## config.mk

```make
export PLATFORM = sky130hd
export DESIGN_NAME = tcp_option_validator
export DESIGN_NICKNAME = d
export VERILOG_FILES = /design/src/hdl/tov_pkg.sv /design/src/hdl/tov_parser.sv /design/src/hdl/tcp_option_validator.sv
export SDC_FILE = /design/constraint.sdc
export NUM_CORES = 1
export LEC_CHECK = 0
export ABC_AREA = 1
export BUFFER_PORTS_ARGS = -buffer_cell sky130_fd_sc_hd__clkbuf_2
export CORE_MARGIN = 2
export CORE_UTILIZATION = 35
export CTS_CLUSTER_SIZE = 8
export DETAILED_ROUTE_END_ITERATION = 10
export PLACE_DENSITY = 0.61
export SLEW_MARGIN = 5
export SYNTH_ARGS = -nofsm -noshare
export SYNTH_HDL_FRONTEND = slang
export SYNTH_SLANG_ARGS = --single-unit
```

## constraint.sdc

```tcl
create_clock -name clk -period 4.9 [get_ports clk]
set_input_delay 1.225 -clock clk [delete_from_list [all_inputs] [get_ports clk]]
set_output_delay 1.225 -clock clk [all_outputs]
set_load 0.02 [all_outputs]
```

## src/hdl/tov_pkg.sv

```systemverilog
// Package with the transaction types and constants of the TCP option validator.
package tov_pkg;

    // Option limits.
    localparam int unsigned MAX_OPTIONS    = 10;
    localparam int unsigned MAX_OPTION_LEN = 40;
    localparam int unsigned MIN_OPTION_LEN = 2;

    // Field widths.
    localparam int unsigned BYTE_W  = 8;
    localparam int unsigned COUNT_W = 4;
    localparam int unsigned BODY_W  = 6;

    // Option kinds that get special handling.
    localparam logic [BYTE_W-1:0] KIND_EOL    = 8'd0;
    localparam logic [BYTE_W-1:0] KIND_NOP    = 8'd1;
    localparam logic [BYTE_W-1:0] KIND_MSS    = 8'd2;
    localparam logic [BYTE_W-1:0] KIND_WSCALE = 8'd3;
    localparam logic [BYTE_W-1:0] KIND_SACKOK = 8'd4;

    // Exact lengths required for the known kinds.
    localparam logic [BYTE_W-1:0] LEN_MSS    = 8'd4;
    localparam logic [BYTE_W-1:0] LEN_WSCALE = 8'd3;
    localparam logic [BYTE_W-1:0] LEN_SACKOK = 8'd2;

    // Input action codes.
    localparam logic ACT_BYTE = 1'b0;
    localparam logic ACT_END  = 1'b1;

    // Verdict codes.
    localparam logic VERDICT_VALID   = 1'b0;
    localparam logic VERDICT_INVALID = 1'b1;

    // One input transaction.
    typedef struct packed {
        logic              action;
        logic [BYTE_W-1:0] option_byte;
    } in_t;

    // One result transaction.
    typedef struct packed {
        logic               verdict;
        logic [COUNT_W-1:0] options_seen;
    } out_t;

endpackage

```

## src/hdl/tov_parser.sv

```systemverilog
// Option parser: holds the per-area state and evaluates one byte per step.
module tov_parser (
    input  logic          clk,
    input  logic          rst_n,
    input  logic          step,
    input  tov_pkg::in_t  item,
    output logic          result_valid,
    output tov_pkg::out_t result
);

    typedef enum logic [1:0] {
        PH_KIND = 2'd0,
        PH_LEN  = 2'd1,
        PH_BODY = 2'd2
    } phase_t;

    phase_t                           phase_reg, phase_next;
    logic                             decided_reg, decided_next;
    logic                             decided_invalid_reg, decided_invalid_next;
    logic [tov_pkg::COUNT_W-1:0]      count_reg, count_next;
    logic [tov_pkg::BYTE_W-1:0]       kind_reg, kind_next;
    logic [tov_pkg::BODY_W-1:0]       body_reg, body_next;

    logic [tov_pkg::COUNT_W-1:0]      count_inc;
    logic [tov_pkg::BYTE_W-1:0]       len_minus;
    logic [tov_pkg::BODY_W-1:0]       body_dec;
    logic                             len_bad;
    logic                             in_option;

    // Arithmetic used by the phases and the verdict.
    assign count_inc = count_reg + tov_pkg::COUNT_W'(1);
    assign len_minus = item.option_byte - tov_pkg::BYTE_W'(tov_pkg::MIN_OPTION_LEN);
    assign body_dec  = body_reg - tov_pkg::BODY_W'(1);
    assign in_option = (phase_reg == PH_LEN) || (phase_reg == PH_BODY);

    // Length byte check: general range plus exact lengths for known kinds.
    always_comb
    begin
        len_bad = (item.option_byte < tov_pkg::BYTE_W'(tov_pkg::MIN_OPTION_LEN))
               || (item.option_byte > tov_pkg::BYTE_W'(tov_pkg::MAX_OPTION_LEN));
        if (kind_reg == tov_pkg::KIND_MSS && item.option_byte != tov_pkg::LEN_MSS)
            len_bad = 1'b1;
        if (kind_reg == tov_pkg::KIND_WSCALE && item.option_byte != tov_pkg::LEN_WSCALE)
            len_bad = 1'b1;
        if (kind_reg == tov_pkg::KIND_SACKOK && item.option_byte != tov_pkg::LEN_SACKOK)
            len_bad = 1'b1;
    end

    // Next state and verdict for the transaction in hand.
    always_comb
    begin
        phase_next           = phase_reg;
        decided_next         = decided_reg;
        decided_invalid_next = decided_invalid_reg;
        count_next           = count_reg;
        kind_next            = kind_reg;
        body_next            = body_reg;
        result_valid         = 1'b0;
        result.verdict       = decided_reg ? decided_invalid_reg : in_option;
        result.options_seen  = count_reg;

        if (step)
        begin
            if (item.action == tov_pkg::ACT_END)
            begin
                // End of the area: report and return to the reset state.
                result_valid         = 1'b1;
                phase_next           = PH_KIND;
                decided_next         = 1'b0;
                decided_invalid_next = 1'b0;
                count_next           = '0;
                kind_next            = '0;
                body_next            = '0;
            end
            else if (!decided_reg)
            begin
                unique case (phase_reg)
                    PH_LEN:
                    begin
                        if (len_bad)
                        begin
                            decided_next         = 1'b1;
                            decided_invalid_next = tov_pkg::VERDICT_INVALID;
                        end
                        else
                        begin
                            body_next = len_minus[tov_pkg::BODY_W-1:0];
                            if (len_minus == '0)
                            begin
                                phase_next = PH_KIND;
                                if (count_reg >= tov_pkg::COUNT_W'(tov_pkg::MAX_OPTIONS))
                                begin
                                    decided_next         = 1'b1;
                                    decided_invalid_next = tov_pkg::VERDICT_INVALID;
                                end
                            end
                            else
                            begin
                                phase_next = PH_BODY;
                            end
                        end
                    end
                    PH_BODY:
                    begin
                        body_next = body_dec;
                        if (body_dec == '0)
                        begin
                            phase_next = PH_KIND;
                            if (count_reg >= tov_pkg::COUNT_W'(tov_pkg::MAX_OPTIONS))
                            begin
                                decided_next         = 1'b1;
                                decided_invalid_next = tov_pkg::VERDICT_INVALID;
                            end
                        end
                    end
                    default:
                    begin
                        // Expecting a kind byte; the unused phase code acts the same.
                        if (item.option_byte == tov_pkg::KIND_EOL)
                        begin
                            phase_next           = PH_KIND;
                            decided_next         = 1'b1;
                            decided_invalid_next = tov_pkg::VERDICT_VALID;
                        end
                        else
                        begin
                            count_next = count_inc;
                            kind_next  = item.option_byte;
                            if (item.option_byte == tov_pkg::KIND_NOP)
                            begin
                                phase_next = PH_KIND;
                                if (count_inc >= tov_pkg::COUNT_W'(tov_pkg::MAX_OPTIONS))
                                begin
                                    decided_next         = 1'b1;
                                    decided_invalid_next = tov_pkg::VERDICT_INVALID;
                                end
                            end
                            else
                            begin
                                phase_next = PH_LEN;
                            end
                        end
                    end
                endcase
            end
        end
    end

    // Parser state registers.
    always_ff @(posedge clk or negedge rst_n)
    begin
        if (!rst_n)
        begin
            phase_reg           <= PH_KIND;
            decided_reg         <= 1'b0;
            decided_invalid_reg <= 1'b0;
            count_reg           <= '0;
            kind_reg            <= '0;
            body_reg            <= '0;
        end
        else
        begin
            phase_reg           <= phase_next;
            decided_reg         <= decided_next;
            decided_invalid_reg <= decided_invalid_next;
            count_reg           <= count_next;
            kind_reg            <= kind_next;
            body_reg            <= body_next;
        end
    end

endmodule

```

## src/hdl/tcp_option_validator.sv

```systemverilog
// Top level of the TCP option validator: input register, parser and result register.
// Checks the option area of a TCP SYN segment one byte per transaction and gives one
// verdict (valid or drop) with the number of options started when the end-of-area
// transaction arrives, then clears itself for the next segment. A new transaction is
// taken every cycle unless the input register waits; the verdict of an end transaction
// is registered in the result register once the parser takes it. The input register
// waits only while it holds an end transaction and the result register still holds an
// earlier verdict that has not been taken; option bytes never wait.
module tcp_option_validator (
    input  logic          clk,
    input  logic          rst_n,
    input  logic          in_valid,
    output logic          in_ready,
    input  tov_pkg::in_t  in_data,
    output logic          out_valid,
    input  logic          out_ready,
    output tov_pkg::out_t out_data
);

    logic          in_full_reg, in_full_next;
    tov_pkg::in_t  in_data_reg;
    logic          out_valid_reg, out_valid_next;
    tov_pkg::out_t out_data_reg;

    logic          advance;
    logic          result_valid;
    tov_pkg::out_t result;

    // The held transaction moves on unless it is an end marker blocked by a full output.
    assign advance  = in_full_reg
                   && ((in_data_reg.action != tov_pkg::ACT_END) || !out_valid_reg || out_ready);
    assign in_ready = !in_full_reg || advance;

    // Per-byte parser.
    tov_parser u_parser (
        .clk          (clk),
        .rst_n        (rst_n),
        .step         (advance),
        .item         (in_data_reg),
        .result_valid (result_valid),
        .result       (result)
    );

    // Occupancy of the input and result registers.
    always_comb
    begin
        in_full_next = in_full_reg;
        if (in_valid && in_ready)
            in_full_next = 1'b1;
        else if (advance)
            in_full_next = 1'b0;

        out_valid_next = out_valid_reg;
        if (result_valid)
            out_valid_next = 1'b1;
        else if (out_ready)
            out_valid_next = 1'b0;
    end

    // Control registers.
    always_ff @(posedge clk or negedge rst_n)
    begin
        if (!rst_n)
        begin
            in_full_reg   <= 1'b0;
            out_valid_reg <= 1'b0;
        end
        else
        begin
            in_full_reg   <= in_full_next;
            out_valid_reg <= out_valid_next;
        end
    end

    // Payload registers.
    always_ff @(posedge clk)
    begin
        if (in_valid && in_ready)
            in_data_reg <= in_data;
        if (result_valid)
            out_data_reg <= result;
    end

    assign out_valid = out_valid_reg;
    assign out_data  = out_data_reg;

endmodule

```

==> impl_metrics.tcl, run 1 <==
set metrics [dict create \
    worstReg2RegEnd "u_parser.body_reg[5]" \
    drc 0 \
    vias 1721 \
    rows 29 \
    cts_root_buffer "clkbuf_8" \
    grt_max_degree 25 \
    wl_per_cell_um 11.7 \
    crit_top_cell "clkbuf_2" \
    fill_cells 645 \
    endpoint_kind "output pin" \
    initial_core_util_pct 35.7 \
    syn_inst 262 \
    crit_path_end "in_ready" \
    yosysTopAreaCell "dfrtp_1" \
    critPathTopFamily "buffers and inverters" \
    nets 308 \
    setup_slack_ns 1.96 \
    synth_edf_count 14 \
    r2r_start "in_data_reg[8]" \
    layout.cells.non_filler 364 \
    avgSynthCellArea_um2 8.56 \
    fin_crit_sh_pct 60.0 \
    critPathMaxFanout 3 \
    syn_area_mm2 0.00224 \
    criticalPathCategory "input pin to output pin" \
    crit_cells 4 \
    critical_path_required_ns 3.67 \
    grt_usage_pct 13.6 \
    grt_overflow_total 0 \
    vdd_ir_drop_max_mv 0.158 \
    dp.cells 356 \
    dpl_cell_area_mm2 0.00241 \
    setup_violations 0 \
    fmax_ghz 0.340 \
    fin_worst_skew_ns 0.00839 \
    die_width_um 84.0 \
    slew_headroom_pct 57.6 \
    cts_tree "done" \
    status "completed" \
    min_path_type "flop to flop" \
    firstDrtPassIters 4 \
    ctsHoldBuffers 0 \
    yosysSeqAreaShare_pct 45.5 \
    antenna_found_initial 0 \
    ys_async_sr_fraction_pct 63.2 \
    ys_top_cells_by_area "dfrtp_1 (27%), edfxtp_1 (19%), nand2_1 (8.2%)" \
    cts_resized 0 \
    path_clk_slew_ns 0.08 \
    synthTopCellsByCount "nand2_1 (49), inv_1 (39), nor2_1 (27)" \
    hpwl_mm 3.31 \
    cellPowerDensity_mw_per_mm2 472 \
    finalSetupTns_ns 0 \
    drive_above_1_share_pct 20.2 \
    synth.top_cell.area_share_pct 26.8 \
    drv_cap 0 \
    register_area_mm2 0.00102 \
    crit_slowest_cell "clkbuf_2" \
    crit_start "out_ready" \
    io_pins 20 \
    die_h_um 84.0 \
    dieArea_mm2 0.00706 \
    synth_fp_nets 284 \
    synthFlopType "dfrtp_1" \
    slew_viol_final 0 \
    critical-path-max-stage-delay_ns 0.20 \
    ys_types 35 \
    cts_buffers 5 \
    timing.critical_path.buf_inv 3 \
    ys_ff_latch 38 \
    yosysWarnings 0 \
    synth.most_common_cell "nand2_1" \
    areaGrowthSynthToFinish_pct 11.1 \
    p_leak_nw 1.16 \
    worst-r2r-setup-slack_ns 2.98 \
    grt_setup_unrepaired "false" \
    clockBufferDepth 2 \
    port_buffers 19 \
    design_area_mm2 0.00249 \
    report.final.hold_viol_count 0 \
    via_per_inst 4.73 \
    wirelength_mm 4.24 \
    path_cells "clkbuf_2 -> inv_1 -> nand4_1 -> clkbuf_2" \
    pre_cts_ws_ns 1.96 \
    cts_setup_buffers 0 \
    largest_reg_flops 9 \
    ff2ff_path_depth 7 \
    period_minus_slack_ns 2.94 \
    cp.arrival_ns 1.72 \
    grt_pass1_vias 1755 \
    grt_pass1_wl_mm 7.73 \
    antenna_cells 0 \
    worst_pin_slew_ns 0.636 \
    drtAntennaViolNets 0 \
    drt_iter0_drc 75 \
    multi_input_area_mm2 0.00103 \
    cts.sinks 38 \
    core_area_mm2 0.00628 \
    gp_congestion 0.807 \
    worstSkewPairLatency_ns 0.29 \
    critPathLaunchType "input pin" \
    cts.htree.levels 2 \
]
-- how the worst min path moves through the flow --
stage | start | to | slack, ns | cells after the start
6_report | u_parser.count_reg[3] | out_data[3] | 0.48 | 0
5_1_grt | u_parser.count_reg[3] | out_data[3] | 0.50 | 0
4_1_cts | u_parser.count_reg[3] | out_data[3] | 0.49 | 0
3_5_place_dp | u_parser.count_reg[3] | out_data[3] | 0.47 | 0
3_3_place_gp | u_parser.count_reg[3] | out_data[3] | 0.46 | 0
2_1_floorplan | u_parser.count_reg[3] | out_data[3] | 0.45 | 0
-- metrics by stage --
| stage | hold WS (ns) | power, mW | utilization [%] |
|---|---|---|---|
| 3_5_place_dp | 0.471 | 0.975 | 38.4 |
| 2_1_floorplan | 0.447 | 0.881 | - |
| 6_report | 0.484 | 1.18 | 39.7 |
| 4_1_cts | 0.489 | 1.19 | 39.7 |
| 3_3_place_gp | 0.465 | 0.965 | 38.4 |
| 5_1_grt | 0.504 | 1.29 | 39.7 |
-- logic make-up after synthesis --
kind of cell    share of synthesized area, %
simple gates                            26.3
flops                                   45.5
fa+ha+maj                               5.02
xor+xnor                                2.34
buf+inv                                 8.37
compound gates                          12.4
-- area by class of cell --
| class | count | share of cell area (%) |
|---|---|---|
| Multi-Input combinational cell | 179 | 41.5 |
| Sequential cell | 38 | 41.0 |
| Inverter | 43 | 6.53 |
| Tap cell | 77 | 3.87 |
| Timing Repair Buffer | 19 | 3.82 |
| Clock buffer | 6 | 2.91 |
| Clock inverter | 2 | 0.402 |
-- metal layers --
layer  track usage [%]  part of all wire (%)  vias to the layer above
met1              18.6                    51                      783
met2              21.1                    45                       28
met3              3.26                   3.5                        7
li1                  -                     -                      903
met5                 0                     0                        -
met4              4.40                   1.3                        0
-- power breakdown --
group	internal (mW)	leakage, nW	switching (mW)
clock network	0.0987	0.0450	0.112
logic	0.181	0.661	0.301
registers	0.420	0.451	0.0633
total	0.700	1.16	0.476
-- cell usage in the layout, fill, tap and decap left out, types with 2 or more instances in the layout --
cell	instances
a21oi_1	4
clkbuf_2	19
clkbuf_8	5
clkinv_2	3
dfrtp_1	24
edfxtp_1	14
ha_1	9
inv_1	39
inv_2	3
nand2_1	49
nand2_2	6
nand2_4	2
nand3_1	20
nand3_2	2
nand4_1	3
nor2_1	27
nor2_2	5
nor2_4	2
o21ai_0	15
o21ai_1	4
o21ai_2	6
o22ai_1	8
xnor2_1	2
xor2_1	4
Note: power is estimated with default switching activity, not from simulation.
==> run 2, diff against run 1 <==
Settings changed: ABC_AREA 1 to 0, PLACE_DENSITY 0.61 to 0.63.
Clock period 4.9 ns to 2.6 ns, I/O delays scaled along.
==> impl_metrics.tcl, run 2 <==
set metrics [dict create \
    status "completed" \
    finalSetupTns_ns 0 \
    worst_pin_slew_ns 0.676 \
    multi_input_area_mm2 0.00108 \
    cts_buffers 5 \
    die_h_um 83.6 \
    critical-path-max-stage-delay_ns 0.56 \
    critPathMaxFanout 8 \
    r2r_start "in_data_reg[1]" \
    crit_start "in_data_reg[1]" \
    fmax_ghz 0.430 \
    fill_cells 594 \
    cts_root_buffer "clkbuf_8" \
    grt_max_degree 25 \
    dieArea_mm2 0.00699 \
    period_minus_slack_ns 2.32 \
    hpwl_mm 3.43 \
    wirelength_mm 4.68 \
    cts_tree "done" \
    rows 28 \
    grt_pass1_wl_mm 8.00 \
    initial_core_util_pct 36.8 \
    syn_area_mm2 0.00222 \
    ys_async_sr_fraction_pct 63.2 \
    synth_fp_nets 247 \
    critPathLaunchType "flop" \
    cts_resized 0 \
    die_width_um 83.6 \
    register_area_mm2 0.00102 \
    report.final.hold_viol_count 0 \
    drive_above_1_share_pct 16.0 \
    cts_setup_buffers 0 \
    nets 265 \
    slew_viol_final 0 \
    slew_headroom_pct 54.9 \
    gp_congestion 0.892 \
    yosysTopAreaCell "dfrtp_1" \
    ys_ff_latch 38 \
    path_clk_slew_ns 0.09 \
    ys_types 55 \
    ys_top_cells_by_area "dfrtp_1 (27%), edfxtp_1 (19%), ha_1 (5.1%)" \
    synth.top_cell.area_share_pct 27.1 \
    path_cells "inv_1 -> ha_1 -> xnor2_1 -> nand4_1 -> o311ai_0 -> o221ai_1 -> o2bb2ai_1" \
    cts.sinks 38 \
    synthFlopType "dfrtp_1" \
    wl_per_cell_um 14.7 \
    grt_overflow_total 0 \
    avgSynthCellArea_um2 9.85 \
    cp.arrival_ns 2.52 \
    setup_violations 0 \
    synth.most_common_cell "dfrtp_1" \
    grt_setup_unrepaired "false" \
    antenna_found_initial 0 \
    synth_edf_count 14 \
    cellPowerDensity_mw_per_mm2 915 \
    clockBufferDepth 2 \
    vdd_ir_drop_max_mv 0.303 \
    worstSkewPairLatency_ns 0.31 \
    cts.htree.levels 2 \
    fin_crit_sh_pct 89.4 \
    synthTopCellsByCount "dfrtp_1 (24), nand2_1 (21), nor2_1 (18)" \
    endpoint_kind "flop" \
    layout_commonest_cell "dfrtp_1" \
    yosysWarnings 0 \
    criticalPathCategory "flop to flop" \
    worst-r2r-setup-slack_ns 0.28 \
    min_path_type "input pin to async pin" \
    p_leak_nw 1.05 \
    via_per_inst 5.44 \
    grt_pass1_vias 1663 \
    drc 0 \
    grt_usage_pct 14.3 \
    drtAntennaViolNets 0 \
    firstDrtPassIters 4 \
    mostFrequentLayoutCells "dfrtp_1 (24), nand2_1 (21), clkbuf_2 (19)" \
    largest_reg_flops 9 \
    areaGrowthSynthToFinish_pct 11.9 \
    ctsHoldBuffers 0 \
    io_pins 20 \
    p_total_mw 2.27 \
    crit_slowest_cell "o311ai_0" \
    fin_worst_skew_ns 0.0130 \
    port_buffers 19 \
    core_area_mm2 0.00603 \
    drt_iter0_drc 118 \
    drv_cap 0 \
    antenna_cells 0 \
    critical_path_required_ns 2.80 \
    yosysSeqAreaShare_pct 46.0 \
    vias 1735 \
    syn_inst 225 \
]
-- run 2: cells by family (layout without fill, tap and decap cells) --
kind of cell | count (synthesis) | after routing | synth area share [%]
compound gates | 60 | 60 | 18.7
xor+xnor | 8 | 8 | 3.16
fa+ha+maj | 9 | 9 | 5.08
buf+inv | 25 | 44 | 5.14
flops | 38 | 38 | 46.0
mux | 5 | 5 | 2.48
simple gates | 80 | 80 | 19.4
-- run 2: worst max-delay path, delay by kind of cell (launching register included) --
kind | cells | cell delay (ns)
AOI/OAI and AO/OA | 3 | 0.95
DFF | 1 | 0.51
adders and majority gates | 1 | 0.26
xor gates and xnor gates | 1 | 0.22
buffers and inverters | 1 | 0.14
and+or+nand+nor | 1 | 0.14
-- run 2: worst paths after layout --
kind / end / cells after the start
setup / recovery: u_parser.decided_invalid_reg / 7
hold / removal: u_parser.kind_reg[1] / 1
max in group asynchronous: u_parser.kind_reg[4] / 1
setup reg to reg: u_parser.decided_invalid_reg / 7
hold reg to reg: u_parser.kind_reg[3] / 1
min in group clk: u_parser.kind_reg[3] / 1
-- run 2: per-layer routing --
| layer | track usage [%] | up-vias | part of all wire (%) | routed length (µm) |
|---|---|---|---|---|
| li1 | - | 851 | - | - |
| met1 | 19.4 | 832 | 49 | 2310 |
| met2 | 21.9 | 45 | 45 | 2090 |
| met3 | 3.96 | 7 | 4.7 | 222 |
| met4 | 4.69 | 0 | 1.3 | 59 |
| met5 | 0 | - | 0 | 0 |
-- run 2: final cells by class --
type,count,share of cell area (%)
inverters,14,2.12
repair buffers,22,4.74
clock buffers,5,2.77
clock inverters,3,1.82
flip-flops and latches,38,41.1
multi-input cells,162,43.6
well taps,75,3.78
-- run 2: power breakdown --
group	total (mW)	internal, mW	switching, mW
logic	0.810	0.346	0.463
clock network	0.514	0.285	0.228
registers	0.947	0.780	0.166
total	2.27	1.41	0.858
-- run 2: through the flow --
step	instance area [µm²]	worst slack, ns	util (%)	hold slack [ns]	std cells
2_1_floorplan	2220	0.646	-	0.354	225
5_1_grt	2480	0.0282	41.2	0.416	319
3_5_place_dp	2370	0.271	39.3	0.486	311
4_1_cts	2480	0.268	41.2	0.392	319
3_3_place_gp	2370	0.257	39.3	0.490	311
6_report	2480	0.276	41.2	0.369	319
==> run 3, diff against run 2 <==
Settings changed: PLACE_DENSITY 0.63 to 0.61.
Clock period 2.6 ns to 2.3 ns, I/O delays scaled along.
==> impl_metrics.tcl, run 3 (synthesis results as in run 2) <==
set metrics [dict create \
    cts.htree.levels 2 \
    die_h_um 83.6 \
    report.final.hold_viol_count 0 \
    grt_usage_pct 13.7 \
    cts_root_buffer "clkbuf_8" \
    worst-r2r-setup-slack_ns 0.14 \
    critPathLaunchType "flop" \
    antenna_cells 0 \
    grt_max_degree 25 \
    fin_crit_sh_pct 93.9 \
    hold_slack_ns 0.291 \
    initial_core_util_pct 36.8 \
    fmax_ghz 0.463 \
    cp.arrival_ns 2.33 \
    vias 1703 \
    grt_pass1_vias 1648 \
    cellPowerDensity_mw_per_mm2 1000 \
    crit_path_end "u_parser.decided_invalid_reg" \
    largest_reg_flops 9 \
    drv_cap 0 \
    drc 0 \
    period_minus_slack_ns 2.16 \
    critPathMaxFanout 6 \
    pre_cts_ws_ns -0.00331 \
    mostFrequentLayoutCells "dfrtp_1 (24), nand2_1 (21), clkbuf_2 (19)" \
    wl_per_cell_um 14.3 \
    criticalPathCategory "flop to flop" \
    wirelength_mm 4.65 \
    rows 28 \
    fill_cells 608 \
    endpoint_kind "flop" \
    utilization_pct 41.9 \
    port_buffers 19 \
    cts.sinks 38 \
    worst_pin_slew_ns 0.644 \
    slew_viol_final 0 \
    drive_above_1_share_pct 18.8 \
    gp_congestion 0.861 \
    layout_commonest_cell "dfrtp_1" \
    setup_violations 0 \
    grt_pass1_wl_mm 7.75 \
    critical_path_required_ns 2.47 \
    ctsHoldBuffers 0 \
    min_path_type "input pin to async pin" \
    nets 271 \
    dpl_cell_area_mm2 0.00240 \
    slew_headroom_pct 56.7 \
    areaGrowthSynthToFinish_pct 13.9 \
    die_width_um 83.6 \
    via_per_inst 5.24 \
    setup_slack_ns 0.140 \
    dp.cells 315 \
    design_area_mm2 0.00253 \
    status "completed" \
    worstSkewPairLatency_ns 0.28 \
    vdd_ir_drop_max_mv 0.417 \
    grt_overflow_total 0 \
    firstDrtPassIters 4 \
    path_clk_slew_ns 0.07 \
    worstReg2RegEnd "u_parser.decided_invalid_reg" \
    hpwl_mm 3.36 \
    antenna_found_initial 0 \
    fin_worst_skew_ns 0.00587 \
    layout.cells.non_filler 325 \
    cts_buffers 5 \
    ff2ff_path_depth 7 \
    r2r_start "u_parser.body_reg[0]" \
    io_pins 20 \
    drt_iter0_drc 147 \
    crit_start "u_parser.body_reg[0]" \
    core_area_mm2 0.00603 \
    drtAntennaViolNets 0 \
    p_leak_nw 1.08 \
    clockBufferDepth 2 \
    cts_tree "done" \
    dieArea_mm2 0.00699 \
]
-- run 3: worst min-delay path by stage --
stage | to | slack (ns) | depth (start not counted)
6_report | u_parser.body_reg[4] | 0.29 | 1
5_1_grt | u_parser.kind_reg[2] | 0.35 | 1
4_1_cts | u_parser.body_reg[4] | 0.33 | 1
3_5_place_dp | u_parser.kind_reg[5] | 0.47 | 2
3_3_place_gp | u_parser.kind_reg[5] | 0.47 | 2
2_1_floorplan | in_full_reg | 0.28 | 0
-- run 3: repair_timing --
item	CTS	global route
pin swaps	0	1
cloned	0	0
resized for setup	1	4
endpoints found under the hold margin	0	0
setup buffers	0	2
setup endpoints to repair	2	2
-- run 3: area by class of cell --
type | instances | area [µm²] | area share [%]
Clock inverter | 1 | 5.00 | 0.198
Clock buffer | 7 | 86.3 | 3.42
Sequential cell | 38 | 1020 | 40.4
Multi-Input combinational cell | 162 | 1100 | 43.7
Timing Repair Buffer | 28 | 163 | 6.44
Inverter | 14 | 52.6 | 2.08
Tap cell | 75 | 93.8 | 3.71
-- run 3: stage by stage --
step | setup TNS [ns] | power (mW)
finish | 0 | 2.54
global route | -0.00963 | 2.73
CTS | 0 | 2.49
detailed placement | -0.00331 | 2.01
global placement | 0 | 2.00
floorplan | 0 | 1.77
-- run 3: power breakdown --
part,leakage [nW],internal [mW],switching (mW),total (mW)
sequential,0.452,0.882,0.183,1.07
clock,0.0482,0.242,0.224,0.466
combinational,0.578,0.434,0.570,1.00
-- run 3: metal layers --
| metal | GRT usage (%) | routed length [µm] | vias to the layer above |
|---|---|---|---|
| li1 | - | - | 858 |
| met1 | 19.6 | 2360 | 799 |
| met2 | 20.3 | 2050 | 44 |
| met3 | 3.17 | 211 | 2 |
| met4 | 4.55 | 27 | 0 |
| met5 | 0 | 0 | - |
-- run 3: worst max-delay path: stages, from the launching register on --
cell and delay (ns):
dfrtp_1 0.45, ha_1 0.18, or3b_2 0.48, nor4_4 0.38, inv_1 0.11, a2bb2oi_2 0.17, o221ai_1 0.13, o2bb2ai_1 0.14
